===== config.mk =====
export PLATFORM = sky130hd
export DESIGN_NAME = include_directive_line_parser
export DESIGN_NICKNAME = d
export VERILOG_FILES = /design/src/rtl/core/idlp_pkg.sv /design/src/rtl/core/idlp_core.sv /design/src/rtl/core/idlp_out_reg.sv /design/src/rtl/core/include_directive_line_parser.sv
export SDC_FILE = /design/constraint.sdc
export NUM_CORES = 1
export LEC_CHECK = 0
export ABC_AREA = 1
export BUFFER_PORTS_ARGS = -buffer_cell sky130_fd_sc_hd__buf_2
export CAP_MARGIN = 20
export CORE_MARGIN = 1.5
export CORE_UTILIZATION = 50
export CTS_CLUSTER_DIAMETER = 80
export DETAILED_ROUTE_END_ITERATION = 7
export PLACE_DENSITY = 0.67
export SYNTH_ARGS = -nofsm -noshare
export SYNTH_HDL_FRONTEND = slang
export SYNTH_HIERARCHICAL = 1
export SYNTH_SLANG_ARGS = --single-unit

===== constraint.sdc =====
create_clock -name clk -period 1.96 [get_ports clk]
set_input_delay 0.098 -clock clk [delete_from_list [all_inputs] [get_ports clk]]
set_output_delay 0.098 -clock clk [all_outputs]
set_load 0.005 [all_outputs]

===== src/rtl/core/idlp_pkg.sv =====
// ----------------------------------------------------------------------------
// idlp_pkg
// Shared types, codes and character helpers for the include directive line
// parser.
// ----------------------------------------------------------------------------
`timescale 1ns / 1ps
`default_nettype none

package idlp_pkg;

  // Fixed field widths
  localparam int unsigned BYTE_BITS   = 8;
  localparam int unsigned STATUS_BITS = 3;
  localparam int unsigned ERRCOL_BITS = 16;
  localparam int unsigned KW_LEN      = 7;

  // Input opcodes
  typedef enum logic {
    OP_CHAR = 1'b0,
    OP_EOL  = 1'b1
  } opcode_t;

  // Result kinds
  typedef enum logic {
    RK_PATH    = 1'b0,
    RK_VERDICT = 1'b1
  } result_kind_t;

  // Verdict status codes
  typedef enum logic [STATUS_BITS-1:0] {
    ST_OK        = 3'd0,
    ST_NOQUOTE   = 3'd1,
    ST_UNTERM    = 3'd2,
    ST_EMPTY     = 3'd3,
    ST_NOBRACKET = 3'd4,
    ST_STRAY     = 3'd5
  } status_t;

  // Line phases
  typedef enum logic [3:0] {
    PH_LEAD     = 4'd0,
    PH_KWSPACE  = 4'd1,
    PH_KEYWORD  = 4'd2,
    PH_AFTERKW  = 4'd3,
    PH_PRESPACE = 4'd4,
    PH_PATH     = 4'd5,
    PH_POST     = 4'd6,
    PH_TAIL     = 4'd7,
    PH_SLASH    = 4'd8,
    PH_COMMENT  = 4'd9,
    PH_NOTDIR   = 4'd10,
    PH_ERROR    = 4'd11
  } phase_t;

  // Character constants
  localparam logic [BYTE_BITS-1:0] CH_LBRACKET = 8'h5B;
  localparam logic [BYTE_BITS-1:0] CH_RBRACKET = 8'h5D;
  localparam logic [BYTE_BITS-1:0] CH_QUOTE    = 8'h22;
  localparam logic [BYTE_BITS-1:0] CH_SLASH    = 8'h2F;
  localparam logic [BYTE_BITS-1:0] CH_UNDER    = 8'h5F;
  localparam logic [BYTE_BITS-1:0] CH_LF       = 8'h0A;
  localparam logic [BYTE_BITS-1:0] CH_CR       = 8'h0D;

  // Input beat
  typedef struct packed {
    opcode_t                opcode;
    logic [BYTE_BITS-1:0]   char_byte;
  } item_t;

  // Output beat
  typedef struct packed {
    result_kind_t           result_kind;
    logic [BYTE_BITS-1:0]   path_byte;
    logic                   directive;
    status_t                status;
    logic [ERRCOL_BITS-1:0] error_column;
  } result_t;

  // Keyword letters "include"
  function automatic logic [BYTE_BITS-1:0] kw_char(input logic [2:0] idx);
    logic [BYTE_BITS-1:0] c;
    case (idx)
      3'd0:    c = 8'h69;  // i
      3'd1:    c = 8'h6E;  // n
      3'd2:    c = 8'h63;  // c
      3'd3:    c = 8'h6C;  // l
      3'd4:    c = 8'h75;  // u
      3'd5:    c = 8'h64;  // d
      3'd6:    c = 8'h65;  // e
      default: c = 8'h00;
    endcase
    return c;
  endfunction

  // Space, tab, CR
  function automatic logic is_blank(input logic [BYTE_BITS-1:0] c);
    return c inside {8'h20, 8'h09, 8'h0D};
  endfunction

  // Space, tab, VT, FF, CR (no LF)
  function automatic logic is_space_no_lf(input logic [BYTE_BITS-1:0] c);
    return c inside {8'h20, 8'h09, 8'h0B, 8'h0C, 8'h0D};
  endfunction

  // Letter, digit or underscore
  function automatic logic is_word(input logic [BYTE_BITS-1:0] c);
    return c inside {[8'h30:8'h39], [8'h41:8'h5A], [8'h61:8'h7A], CH_UNDER};
  endfunction

endpackage

`default_nettype wire


===== src/rtl/core/idlp_core.sv =====
// ----------------------------------------------------------------------------
// idlp_core
// Line state registers and the per-beat phase transition. Produces at most
// one result per accepted beat.
// ----------------------------------------------------------------------------
`timescale 1ns / 1ps
`default_nettype none

module idlp_core
  import idlp_pkg::*;
#(
  parameter int unsigned COLUMN_BITS = 16
) (
  input  wire logic    clk,
  input  wire logic    rst,
  input  wire logic    accept,
  input  wire item_t   item,
  output logic         res_valid,
  output result_t      res
);

  localparam int unsigned EXT_BITS =
    (COLUMN_BITS > ERRCOL_BITS) ? COLUMN_BITS : ERRCOL_BITS;
  localparam logic [COLUMN_BITS-1:0] COL_MAX = {COLUMN_BITS{1'b1}};

  phase_t                 phase, phase_next;
  logic [2:0]             kw_idx, kw_idx_next;
  logic [COLUMN_BITS-1:0] position, position_next;
  logic [COLUMN_BITS-1:0] bracket_col, bracket_col_next;
  logic [COLUMN_BITS-1:0] slash_col, slash_col_next;
  logic                   path_nonempty, path_nonempty_next;
  status_t                verdict_status, verdict_status_next;
  logic [COLUMN_BITS-1:0] verdict_col, verdict_col_next;

  logic [BYTE_BITS-1:0]   c;
  logic [COLUMN_BITS-1:0] col;
  logic [COLUMN_BITS-1:0] ec;
  logic [EXT_BITS-1:0]    ec_ext;
  status_t                st;
  logic                   dir;

  assign c      = item.char_byte;
  assign col    = (position != COL_MAX) ? position + COLUMN_BITS'(1) : position;
  assign ec_ext = EXT_BITS'(ec);

  // Verdict for the current phase
  always_comb begin
    st  = ST_OK;
    ec  = '0;
    dir = 1'b1;
    case (phase)
      PH_AFTERKW, PH_PRESPACE: begin
        st = ST_NOQUOTE;
        ec = bracket_col;
      end
      PH_PATH: begin
        st = ST_UNTERM;
        ec = bracket_col;
      end
      PH_POST: begin
        st = ST_NOBRACKET;
        ec = bracket_col;
      end
      PH_TAIL, PH_COMMENT: begin
        st = ST_OK;
      end
      PH_SLASH: begin
        st = ST_STRAY;
        ec = slash_col;
      end
      PH_ERROR: begin
        st = verdict_status;
        ec = verdict_col;
      end
      default: begin
        dir = 1'b0;
      end
    endcase
  end

  // Next state and result
  always_comb begin
    phase_next          = phase;
    kw_idx_next         = kw_idx;
    position_next       = position;
    bracket_col_next    = bracket_col;
    slash_col_next      = slash_col;
    path_nonempty_next  = path_nonempty;
    verdict_status_next = verdict_status;
    verdict_col_next    = verdict_col;
    res_valid           = 1'b0;
    res                 = '0;

    if (accept && item.opcode == OP_EOL) begin
      // End of line: emit verdict, clear for next line
      res_valid        = 1'b1;
      res.result_kind  = RK_VERDICT;
      res.directive    = dir;
      res.status       = st;
      res.error_column = (ec_ext > EXT_BITS'(16'hFFFF)) ? 16'hFFFF
                                                         : ec_ext[ERRCOL_BITS-1:0];
      phase_next          = PH_LEAD;
      kw_idx_next         = '0;
      position_next       = '0;
      bracket_col_next    = '0;
      slash_col_next      = '0;
      path_nonempty_next  = 1'b0;
      verdict_status_next = ST_OK;
      verdict_col_next    = '0;
    end else if (accept) begin
      position_next = col;
      case (phase)
        PH_LEAD: begin
          if (!is_blank(c)) begin
            if (c == CH_LBRACKET) begin
              bracket_col_next = col;
              phase_next       = PH_KWSPACE;
            end else begin
              phase_next = PH_NOTDIR;
            end
          end
        end
        PH_KWSPACE: begin
          if (!is_space_no_lf(c)) begin
            if (c == kw_char(3'd0)) begin
              kw_idx_next = 3'd1;
              phase_next  = PH_KEYWORD;
            end else begin
              phase_next = PH_NOTDIR;
            end
          end
        end
        PH_KEYWORD: begin
          if (kw_idx < 3'(KW_LEN) && c == kw_char(kw_idx)) begin
            kw_idx_next = kw_idx + 3'd1;
            if (kw_idx == 3'(KW_LEN - 1)) phase_next = PH_AFTERKW;
          end else begin
            phase_next = PH_NOTDIR;
          end
        end
        PH_AFTERKW, PH_PRESPACE: begin
          if (phase == PH_AFTERKW && is_word(c)) begin
            phase_next = PH_NOTDIR;
          end else begin
            phase_next = PH_PRESPACE;
            if (!is_space_no_lf(c)) begin
              if (c == CH_QUOTE) begin
                phase_next = PH_PATH;
              end else begin
                verdict_status_next = ST_NOQUOTE;
                verdict_col_next    = bracket_col;
                phase_next          = PH_ERROR;
              end
            end
          end
        end
        PH_PATH: begin
          if (c == CH_QUOTE) begin
            if (path_nonempty) begin
              phase_next = PH_POST;
            end else begin
              verdict_status_next = ST_EMPTY;
              verdict_col_next    = bracket_col;
              phase_next          = PH_ERROR;
            end
          end else if (c == CH_LF || c == CH_CR) begin
            verdict_status_next = ST_UNTERM;
            verdict_col_next    = bracket_col;
            phase_next          = PH_ERROR;
          end else begin
            // Path byte goes straight out
            path_nonempty_next = 1'b1;
            res_valid          = 1'b1;
            res.result_kind    = RK_PATH;
            res.path_byte      = c;
          end
        end
        PH_POST: begin
          if (!is_blank(c)) begin
            if (c == CH_RBRACKET) begin
              phase_next = PH_TAIL;
            end else begin
              verdict_status_next = ST_NOBRACKET;
              verdict_col_next    = bracket_col;
              phase_next          = PH_ERROR;
            end
          end
        end
        PH_TAIL: begin
          if (!is_blank(c)) begin
            if (c == CH_SLASH) begin
              slash_col_next = col;
              phase_next     = PH_SLASH;
            end else begin
              verdict_status_next = ST_STRAY;
              verdict_col_next    = col;
              phase_next          = PH_ERROR;
            end
          end
        end
        PH_SLASH: begin
          if (c == CH_SLASH) begin
            phase_next = PH_COMMENT;
          end else begin
            verdict_status_next = ST_STRAY;
            verdict_col_next    = slash_col;
            phase_next          = PH_ERROR;
          end
        end
        default: begin
          // Comment, not a directive, latched error: ignore
        end
      endcase
    end
  end

  // State registers
  always_ff @(posedge clk) begin
    if (rst) begin
      phase          <= PH_LEAD;
      kw_idx         <= '0;
      position       <= '0;
      bracket_col    <= '0;
      slash_col      <= '0;
      path_nonempty  <= 1'b0;
      verdict_status <= ST_OK;
      verdict_col    <= '0;
    end else begin
      phase          <= phase_next;
      kw_idx         <= kw_idx_next;
      position       <= position_next;
      bracket_col    <= bracket_col_next;
      slash_col      <= slash_col_next;
      path_nonempty  <= path_nonempty_next;
      verdict_status <= verdict_status_next;
      verdict_col    <= verdict_col_next;
    end
  end

endmodule

`default_nettype wire


===== src/rtl/core/idlp_out_reg.sv =====
// ----------------------------------------------------------------------------
// idlp_out_reg
// Result register holding one beat for the downstream side.
// ----------------------------------------------------------------------------
`timescale 1ns / 1ps
`default_nettype none

module idlp_out_reg
  import idlp_pkg::*;
(
  input  wire logic    clk,
  input  wire logic    rst,
  input  wire logic    load,
  input  wire result_t load_data,
  output logic         valid,
  input  wire logic    stall,
  output result_t      data
);

  // Valid flag
  always_ff @(posedge clk) begin
    if (rst) begin
      valid <= 1'b0;
    end else if (load) begin
      valid <= 1'b1;
    end else if (!stall) begin
      valid <= 1'b0;
    end
  end

  // Payload
  always_ff @(posedge clk) begin
    if (load) begin
      data <= load_data;
    end
  end

endmodule

`default_nettype wire


===== src/rtl/core/include_directive_line_parser.sv =====
// ----------------------------------------------------------------------------
// include_directive_line_parser
// Recognizes a text line of the form [include "path"], one character beat at
// a time, emitting path bytes and an end-of-line verdict.
// ----------------------------------------------------------------------------
// The line state updates at the accepting edge of each beat, and any result
// (a path byte, or the verdict on an end-of-line beat) lands in the output
// register on that same edge, so a new beat can be taken every cycle unless
// the input stalls. Results appear in the cycle after the beat.
// The input stalls only while the output register holds a result that the
// downstream side is stalling. Columns count from 1, saturate at
// 2^COLUMN_BITS - 1 and are reported saturated to 16 bits; path bytes of a
// line whose verdict is an error are to be discarded by the consumer.
// ----------------------------------------------------------------------------
`timescale 1ns / 1ps
`default_nettype none

module include_directive_line_parser
  import idlp_pkg::*;
#(
  parameter int unsigned COLUMN_BITS = 16
) (
  input  wire logic    clk,
  input  wire logic    rst,
  input  wire logic    item_valid,
  output logic         item_stall,
  input  wire item_t   item,
  output logic         result_valid,
  input  wire logic    result_stall,
  output result_t      result
);

  logic    accept;
  logic    res_valid;
  result_t res;

  // Input handshake
  assign item_stall = result_valid && result_stall;
  assign accept     = item_valid && !item_stall;

  idlp_core #(
    .COLUMN_BITS (COLUMN_BITS)
  ) u_core (
    .clk       (clk),
    .rst       (rst),
    .accept    (accept),
    .item      (item),
    .res_valid (res_valid),
    .res       (res)
  );

  idlp_out_reg u_out_reg (
    .clk       (clk),
    .rst       (rst),
    .load      (res_valid),
    .load_data (res),
    .valid     (result_valid),
    .stall     (result_stall),
    .data      (result)
  );

endmodule

`default_nettype wire

==> results_dict.tcl, run 1 <==
set metrics [dict create \
    critPathTopFamily "simple AND/OR/NAND/NOR gates" \
    placement_rows 38 \
    ys_seq_area_share_pct 43.74 \
    synth.distinct_cells 38 \
    crit_type "flop to flop" \
    path_common_cell "nand2_1" \
    power_per_cell_area_nw_per_um2 652.2 \
    ys_seq_elements 105 \
    tightest_slew_ps 519.5 \
    htreeDepth 3 \
    setup_viol 1 \
    hold_path.class "input pin to flop" \
    place_hpwl_um 10360 \
    antenna_found_initial 0 \
    fp.dieW_um 107.6 \
    via_count 5418 \
    yosys.area.top_type "dfxtp_1" \
    cts-root-buf "clkbuf_8" \
    slew_viol_final 0 \
    crit_path_end_kind "flop" \
    timing.rr.start "u_core/kw_idx[0]$_SDFFE_PP0P_" \
    numPortBuffers 43 \
    place_ws_ps -174.2 \
    crit_required_ps 2220 \
    netlist_area_sq_um 5469 \
    final_nets 861 \
    synthCells 759 \
    synthTopCellsByCount "185 x nand2_1, 86 x a21oi_1, 76 x dfxtp_1" \
    clkTransAtPathRegs_ps 100 \
    total_leakage_power_nw 2.801 \
    dp.cells 961 \
    startpoint_type "flop" \
    crit_cells 13 \
    rsz0062_at_grt "yes" \
    synth.most_common_cell "nand2_1" \
    skew_ps 15.29 \
    ys_dominant_reg_cell "dfxtp_1" \
    numCtsBuffers 9 \
    grt_pass1_wl_um 23800 \
    cts_max_path_buffers 2 \
    worstPathCellList "ha_4 > ha_4 > inv_2 > nand2_2 > nor2_4 > nand2_1 > nand2_1 > nand3_2 > nor2_4 > nand2_1 > nand2_1 > nor3b_1 > a21oi_1" \
    worstHoldEndpoint "u_out_reg/data[22]$_DFFE_PP_" \
    critPathMaxStageDelay_ps 380 \
    cpMaxStageDelayCell "dfxtp_4" \
    ys_warn_count 6 \
    drt-pass1-iter-count 5 \
    postLayoutSetupSlackWorst_ps -6.571 \
    grt_pass1_vias 4858 \
    post-route-period-util_pct 100.3 \
    hold_viol 0 \
    die_y_um 107.6 \
    finalSetupTns_ps -6.571 \
    maxCapViolations 0 \
    worstHoldPathCells 2 \
    grt_max_degree 33 \
    drc 0 \
    postSynthAreaPerCell_sq_um 7.206 \
    fin_cells 987 \
    pin_count 44 \
    cts_tree "built" \
    reg2reg_setup_slack_ps -7 \
    place.gp.congestion 0.9306 \
    insertion_delay_ps 380 \
    relSlewSlack_pct 65.00 \
    reg2reg_to "u_core/phase[3]$_SDFFE_PP0P_" \
    reg2reg_depth 13 \
    n_antenna_cell 0 \
    synth.net_count 778 \
    cts_sinks 105 \
    grtUsageTotal_pct 26.09 \
    synth_area_leaders "dfxtp_1 28%, edfxtp_1 16%, nand2_1 13%" \
    max_clock_freq_mhz 508.5 \
    async_flop_share_pct 0 \
    core_sq_um 10750 \
    areaGrowthSynthToFinish_pct 22.05 \
    status "finished, violations left" \
    violations "negative setup slack" \
    synth_edf_count 29 \
    wl_um 15020 \
    critPathArrivalTime_ps 2230 \
    vdd_drop_max_mv 0.4513 \
    wl_per_cell_um 15.21 \
    path_max_fanout 4 \
    drive_above_1_share_pct 23.14 \
    whs_ps 138.1 \
    synth_top_area_share_pct 27.82 \
    fin_crit_ps 1967 \
    via_per_inst 5.489 \
    start_util_pct 50.90 \
    crit_buf_inv 1 \
    first_iter_violations 562 \
    min_from "item[8]" \
    grt_overflow 0 \
    dieArea_sq_um 11570 \
    drtAntennaViolNets 0 \
]
[through the flow]
step           total power [mW]  utilization (%)  cell area (sq um)
4_1_cts                   4.301            59.41               6384
6_report                  4.354            62.12               6675
3_5_place_dp              2.993            57.04               6130
3_3_place_gp              2.988            57.04               6130
5_1_grt                   4.547            62.12               6675
2_1_floorplan             2.762                -               5472
[power breakdown]
| part | total [mW] | switching, mW | internal [mW] | leakage [nW] |
|---|---|---|---|---|
| clock | 1.32 | 0.818 | 0.500 | 0.101 |
| combinational | 0.703 | 0.454 | 0.249 | 1.80 |
| sequential | 2.33 | 0.0440 | 2.29 | 0.896 |
[cells in the final DEF, fill, tap and decap left out, drive strengths merged, types with 3 or more instances in the layout]
master,netlist,final
nand3,38,38
xor2,10,10
nor3,20,20
inv,88,93
nand2,188,188
o21ai,58,58
buf,7,96
clkinv,5,7
nand4,7,7
a31oi,3,3
dfxtp,76,76
edfxtp,29,29
a22oi,16,16
a21oi,89,89
clkbuf,21,11
o211ai,14,14
nor2,78,78
ha,6,6
[timing repair]
| action | in CTS | in global routing |
|---|---|---|
| resized for setup | 9 | 64 |
| setup endpoints to repair | 9 | 33 |
| hold buffers | 2 | 0 |
| cloned | 0 | 2 |
| pin swaps | 3 | 20 |
| endpoints found under the hold margin | 1 | 0 |
| setup buffers | 2 | 4 |
[kinds of logic after synthesis]
kind of cell	share of synthesized area (%)
simple gates	26.24
buf+inv	8.693
fa+ha+maj	1.373
compound gates	18.19
xor+xnor	1.762
flops	43.74
[layer usage]
layer  up-vias  part of all wire (%)  track usage (%)
met4         0                   1.2            6.297
met3        18                   7.2            3.632
li1       2680                     -                -
met1      2510                    47            37.98
met2       210                    44            40.90
met5         -                     0                0
[final cells by class]
cell class / instances / area [sq um]
clock buffer: 9 / 123.9
clock inverter: 7 / 70.07
inverter: 93 / 361.6
tap: 140 / 175.2
timing repair buffer: 100 / 733.2
fill: 968 / 4070
multi-input combinational: 533 / 2804
sequential: 105 / 2407
[registers in the layout, indices dropped and copies added, names as in the netlist]
signal / flops
u_core/slash_col: 16
u_core/phase: 4
u_core/bracket_col: 16
u_core/verdict_status: 3
u_core/verdict_col: 16
u_core/position: 16
u_core/kw_idx: 3
u_out_reg/data: 29
u_out_reg/valid: 1
u_core/path_nonempty: 1
[worst max-delay path by stage]
stage / start / end / slack [ps]
2_1_floorplan: u_core/kw_idx[0]$_SDFFE_PP0P_ / u_core/kw_idx[2]$_SDFFE_PP0P_ / 80
3_3_place_gp: u_core/kw_idx[0]$_SDFFE_PP0P_ / u_core/kw_idx[2]$_SDFFE_PP0P_ / -70
3_5_place_dp: u_core/kw_idx[0]$_SDFFE_PP0P_ / u_core/kw_idx[1]$_SDFFE_PP0P_ / -170
4_1_cts: u_core/kw_idx[0]$_SDFFE_PP0P_ / u_core/kw_idx[1]$_SDFFE_PP0P_ / 8
5_1_grt: u_core/kw_idx[0]$_SDFFE_PP0P_ / u_core/phase[2]$_SDFFE_PP0P_ / -150
6_report: u_core/kw_idx[0]$_SDFFE_PP0P_ / u_core/phase[3]$_SDFFE_PP0P_ / -7
Note: power is estimated with default switching activity, not from simulation.
==> run 2: changes to the inputs <==
--- a/config.mk
+++ b/config.mk
@@ -8,11 +8,13 @@
 export ABC_AREA = 1
 export BUFFER_PORTS_ARGS = -buffer_cell sky130_fd_sc_hd__buf_2
 export CAP_MARGIN = 20
+export CELL_PAD_IN_SITES_DETAIL_PLACEMENT = 1
+export CELL_PAD_IN_SITES_GLOBAL_PLACEMENT = 1
 export CORE_MARGIN = 1.5
-export CORE_UTILIZATION = 50
+export CORE_UTILIZATION = 40
 export CTS_CLUSTER_DIAMETER = 80
 export DETAILED_ROUTE_END_ITERATION = 7
-export PLACE_DENSITY = 0.67
+export PLACE_DENSITY = 0.73
 export SYNTH_ARGS = -nofsm -noshare
 export SYNTH_HDL_FRONTEND = slang
 export SYNTH_HIERARCHICAL = 1
==> results_dict.tcl, run 2 (synthesized netlist as in run 1, its figures left out) <==
set metrics [dict create \
    seqCellArea_sq_um 2410 \
    place.gp.congestion 0.8798 \
    wl_per_cell_um 17.74 \
    mostFrequentLayoutCells "166 x nand2_1, 81 x a21oi_1, 69 x inv_1" \
    cts_max_path_buffers 2 \
    place_hpwl_um 12760 \
    crit_required_ps 2200 \
    post-route-util_pct 52.20 \
    numCtsBuffers 9 \
    drc 0 \
    path_max_fanout 7 \
    grt_overflow 0 \
    slew_viol_final 0 \
    regMostFlops "u_out_reg/data" \
    first_iter_violations 266 \
    grt_pass1_wl_um 28290 \
    critPathArrivalTime_ps 2170 \
    placement_rows 42 \
    status "complete, no violations" \
    fp.dieW_um 119.9 \
    clkTransAtPathRegs_ps 70 \
    die_y_um 119.9 \
    crit_type "flop to flop" \
    cts_sinks 105 \
    cts_tree "built" \
    path_common_cell "nand2_2" \
    areaGrowthSynthToFinish_pct 26.90 \
    drtAntennaViolNets 0 \
    pin_count 44 \
    final.fill_count 1694 \
    numPortBuffers 43 \
    grtUsageTotal_pct 24.98 \
    max_clock_freq_mhz 517.9 \
    power_per_cell_area_nw_per_um2 719.2 \
    insertion_delay_ps 350 \
    dieArea_sq_um 14380 \
    hold_viol 0 \
    cpMaxStageDelayCell "dfxtp_4" \
    relSlewSlack_pct 57.13 \
    worstPathCellList "buf_6 > ha_4 > nand2_1 > nand2_2 > nor2_4 > nand2_2 > nand2_2 > nand3_2 > nor2_4 > nand4_1 > nand2_2 > inv_2 > nor2_2 > nor2_1" \
    post-route-period-util_pct 98.52 \
    htreeDepth 3 \
    hold_path.class "input pin to flop" \
    tightest_slew_ps 636.3 \
    startpoint_type "flop" \
    vdd_drop_max_mv 0.5439 \
    core_sq_um 13300 \
    final_nets 859 \
    setup_viol 0 \
    start_util_pct 41.13 \
    finalSetupTns_ps 0 \
    n_antenna_cell 0 \
    grt_pass1_vias 5659 \
    via_count 5452 \
    multiInputGateArea_sq_um 2892 \
    wl_um 18110 \
    crit_path_end_kind "flop" \
    power.total_mw 4.992 \
    total_leakage_power_nw 2.850 \
    cts-root-buf "clkbuf_16" \
    whs_ps 46.39 \
    drt-pass1-iter-count 4 \
    final_common_cell "nand2_1" \
    skew_ps 12.01 \
    critPathMaxStageDelay_ps 380 \
    fin_crit_ps 1931 \
    maxCapViolations 0 \
    grt_max_degree 49 \
    antenna_found_initial 0 \
    rsz0062_at_grt "yes" \
    largest_reg_flops 29 \
    via_per_inst 5.340 \
    drive_above_1_share_pct 25.33 \
]
[run 2: path summary, 6_finish.rpt]
kind / start / endpoint / slack, ps / cells past startpoint
max reg2reg: u_core/kw_idx[0]$_SDFFE_PP0P_ / u_core/phase[2]$_SDFFE_PP0P_ / 30 / 14
max: u_core/kw_idx[0]$_SDFFE_PP0P_ / u_core/phase[2]$_SDFFE_PP0P_ / 30 / 14
min: result_stall / u_out_reg/valid$_SDFFE_PP0P_ / 50 / 3
min reg2reg: u_core/verdict_col[15]$_SDFFE_PP0P_ / u_core/verdict_col[15]$_SDFFE_PP0P_ / 470 / 2
[run 2: cell type report]
cell class,count,share of cell area (%)
Multi-Input combinational cell,533,41.66
Clock buffer,11,3.497
Timing Repair inverter,1,0.1262
Tap cell,176,3.173
Clock inverter,5,0.9735
Timing Repair Buffer,97,10.53
Sequential cell,105,34.72
Inverter,93,5.318
[run 2: what timing repair did]
| action | 4_1_cts | 5_1_grt |
|---|---|---|
| cloned | 0 | 1 |
| endpoints found under the hold margin | 1 | 0 |
| setup endpoints to repair | 8 | 36 |
| pin swaps | 7 | 18 |
| hold buffers | 1 | 0 |
| setup buffers | 0 | 3 |
| gates resized for setup | 27 | 74 |
[run 2: per-layer routing]
metal	GRT usage (%)	part of all wire, %
met5	0	0
met4	10.27	3.5
met3	3.327	2.4
met2	45.61	51
met1	29.29	43
[run 2: power by group]
group / internal [mW] / leakage, nW / total (mW) / switching (mW)
sequential: 2.29 / 0.897 / 2.33 / 0.0459
clock: 1.05 / 0.153 / 1.90 / 0.849
combinational: 0.262 / 1.80 / 0.760 / 0.498
[run 2: critical path, delay by kind of cell, from the launching register on]
| family | cells | cell delay [ps] |
|---|---|---|
| simple gates | 11 | 1100 |
| fa+ha+maj | 1 | 160 |
| flops | 1 | 380 |
| buf+inv | 2 | 190 |
[run 2: through the flow]
step | std cells | worst slack, ps | area (sq um)
2_1_floorplan | 759 | 84.66 | 5472
3_3_place_gp | 1000 | -42.82 | 6247
3_5_place_dp | 1000 | -302.1 | 6247
4_1_cts | 1017 | 6.986 | 6644
5_1_grt | 1021 | -121.9 | 6940
6_report | 1021 | 28.98 | 6940
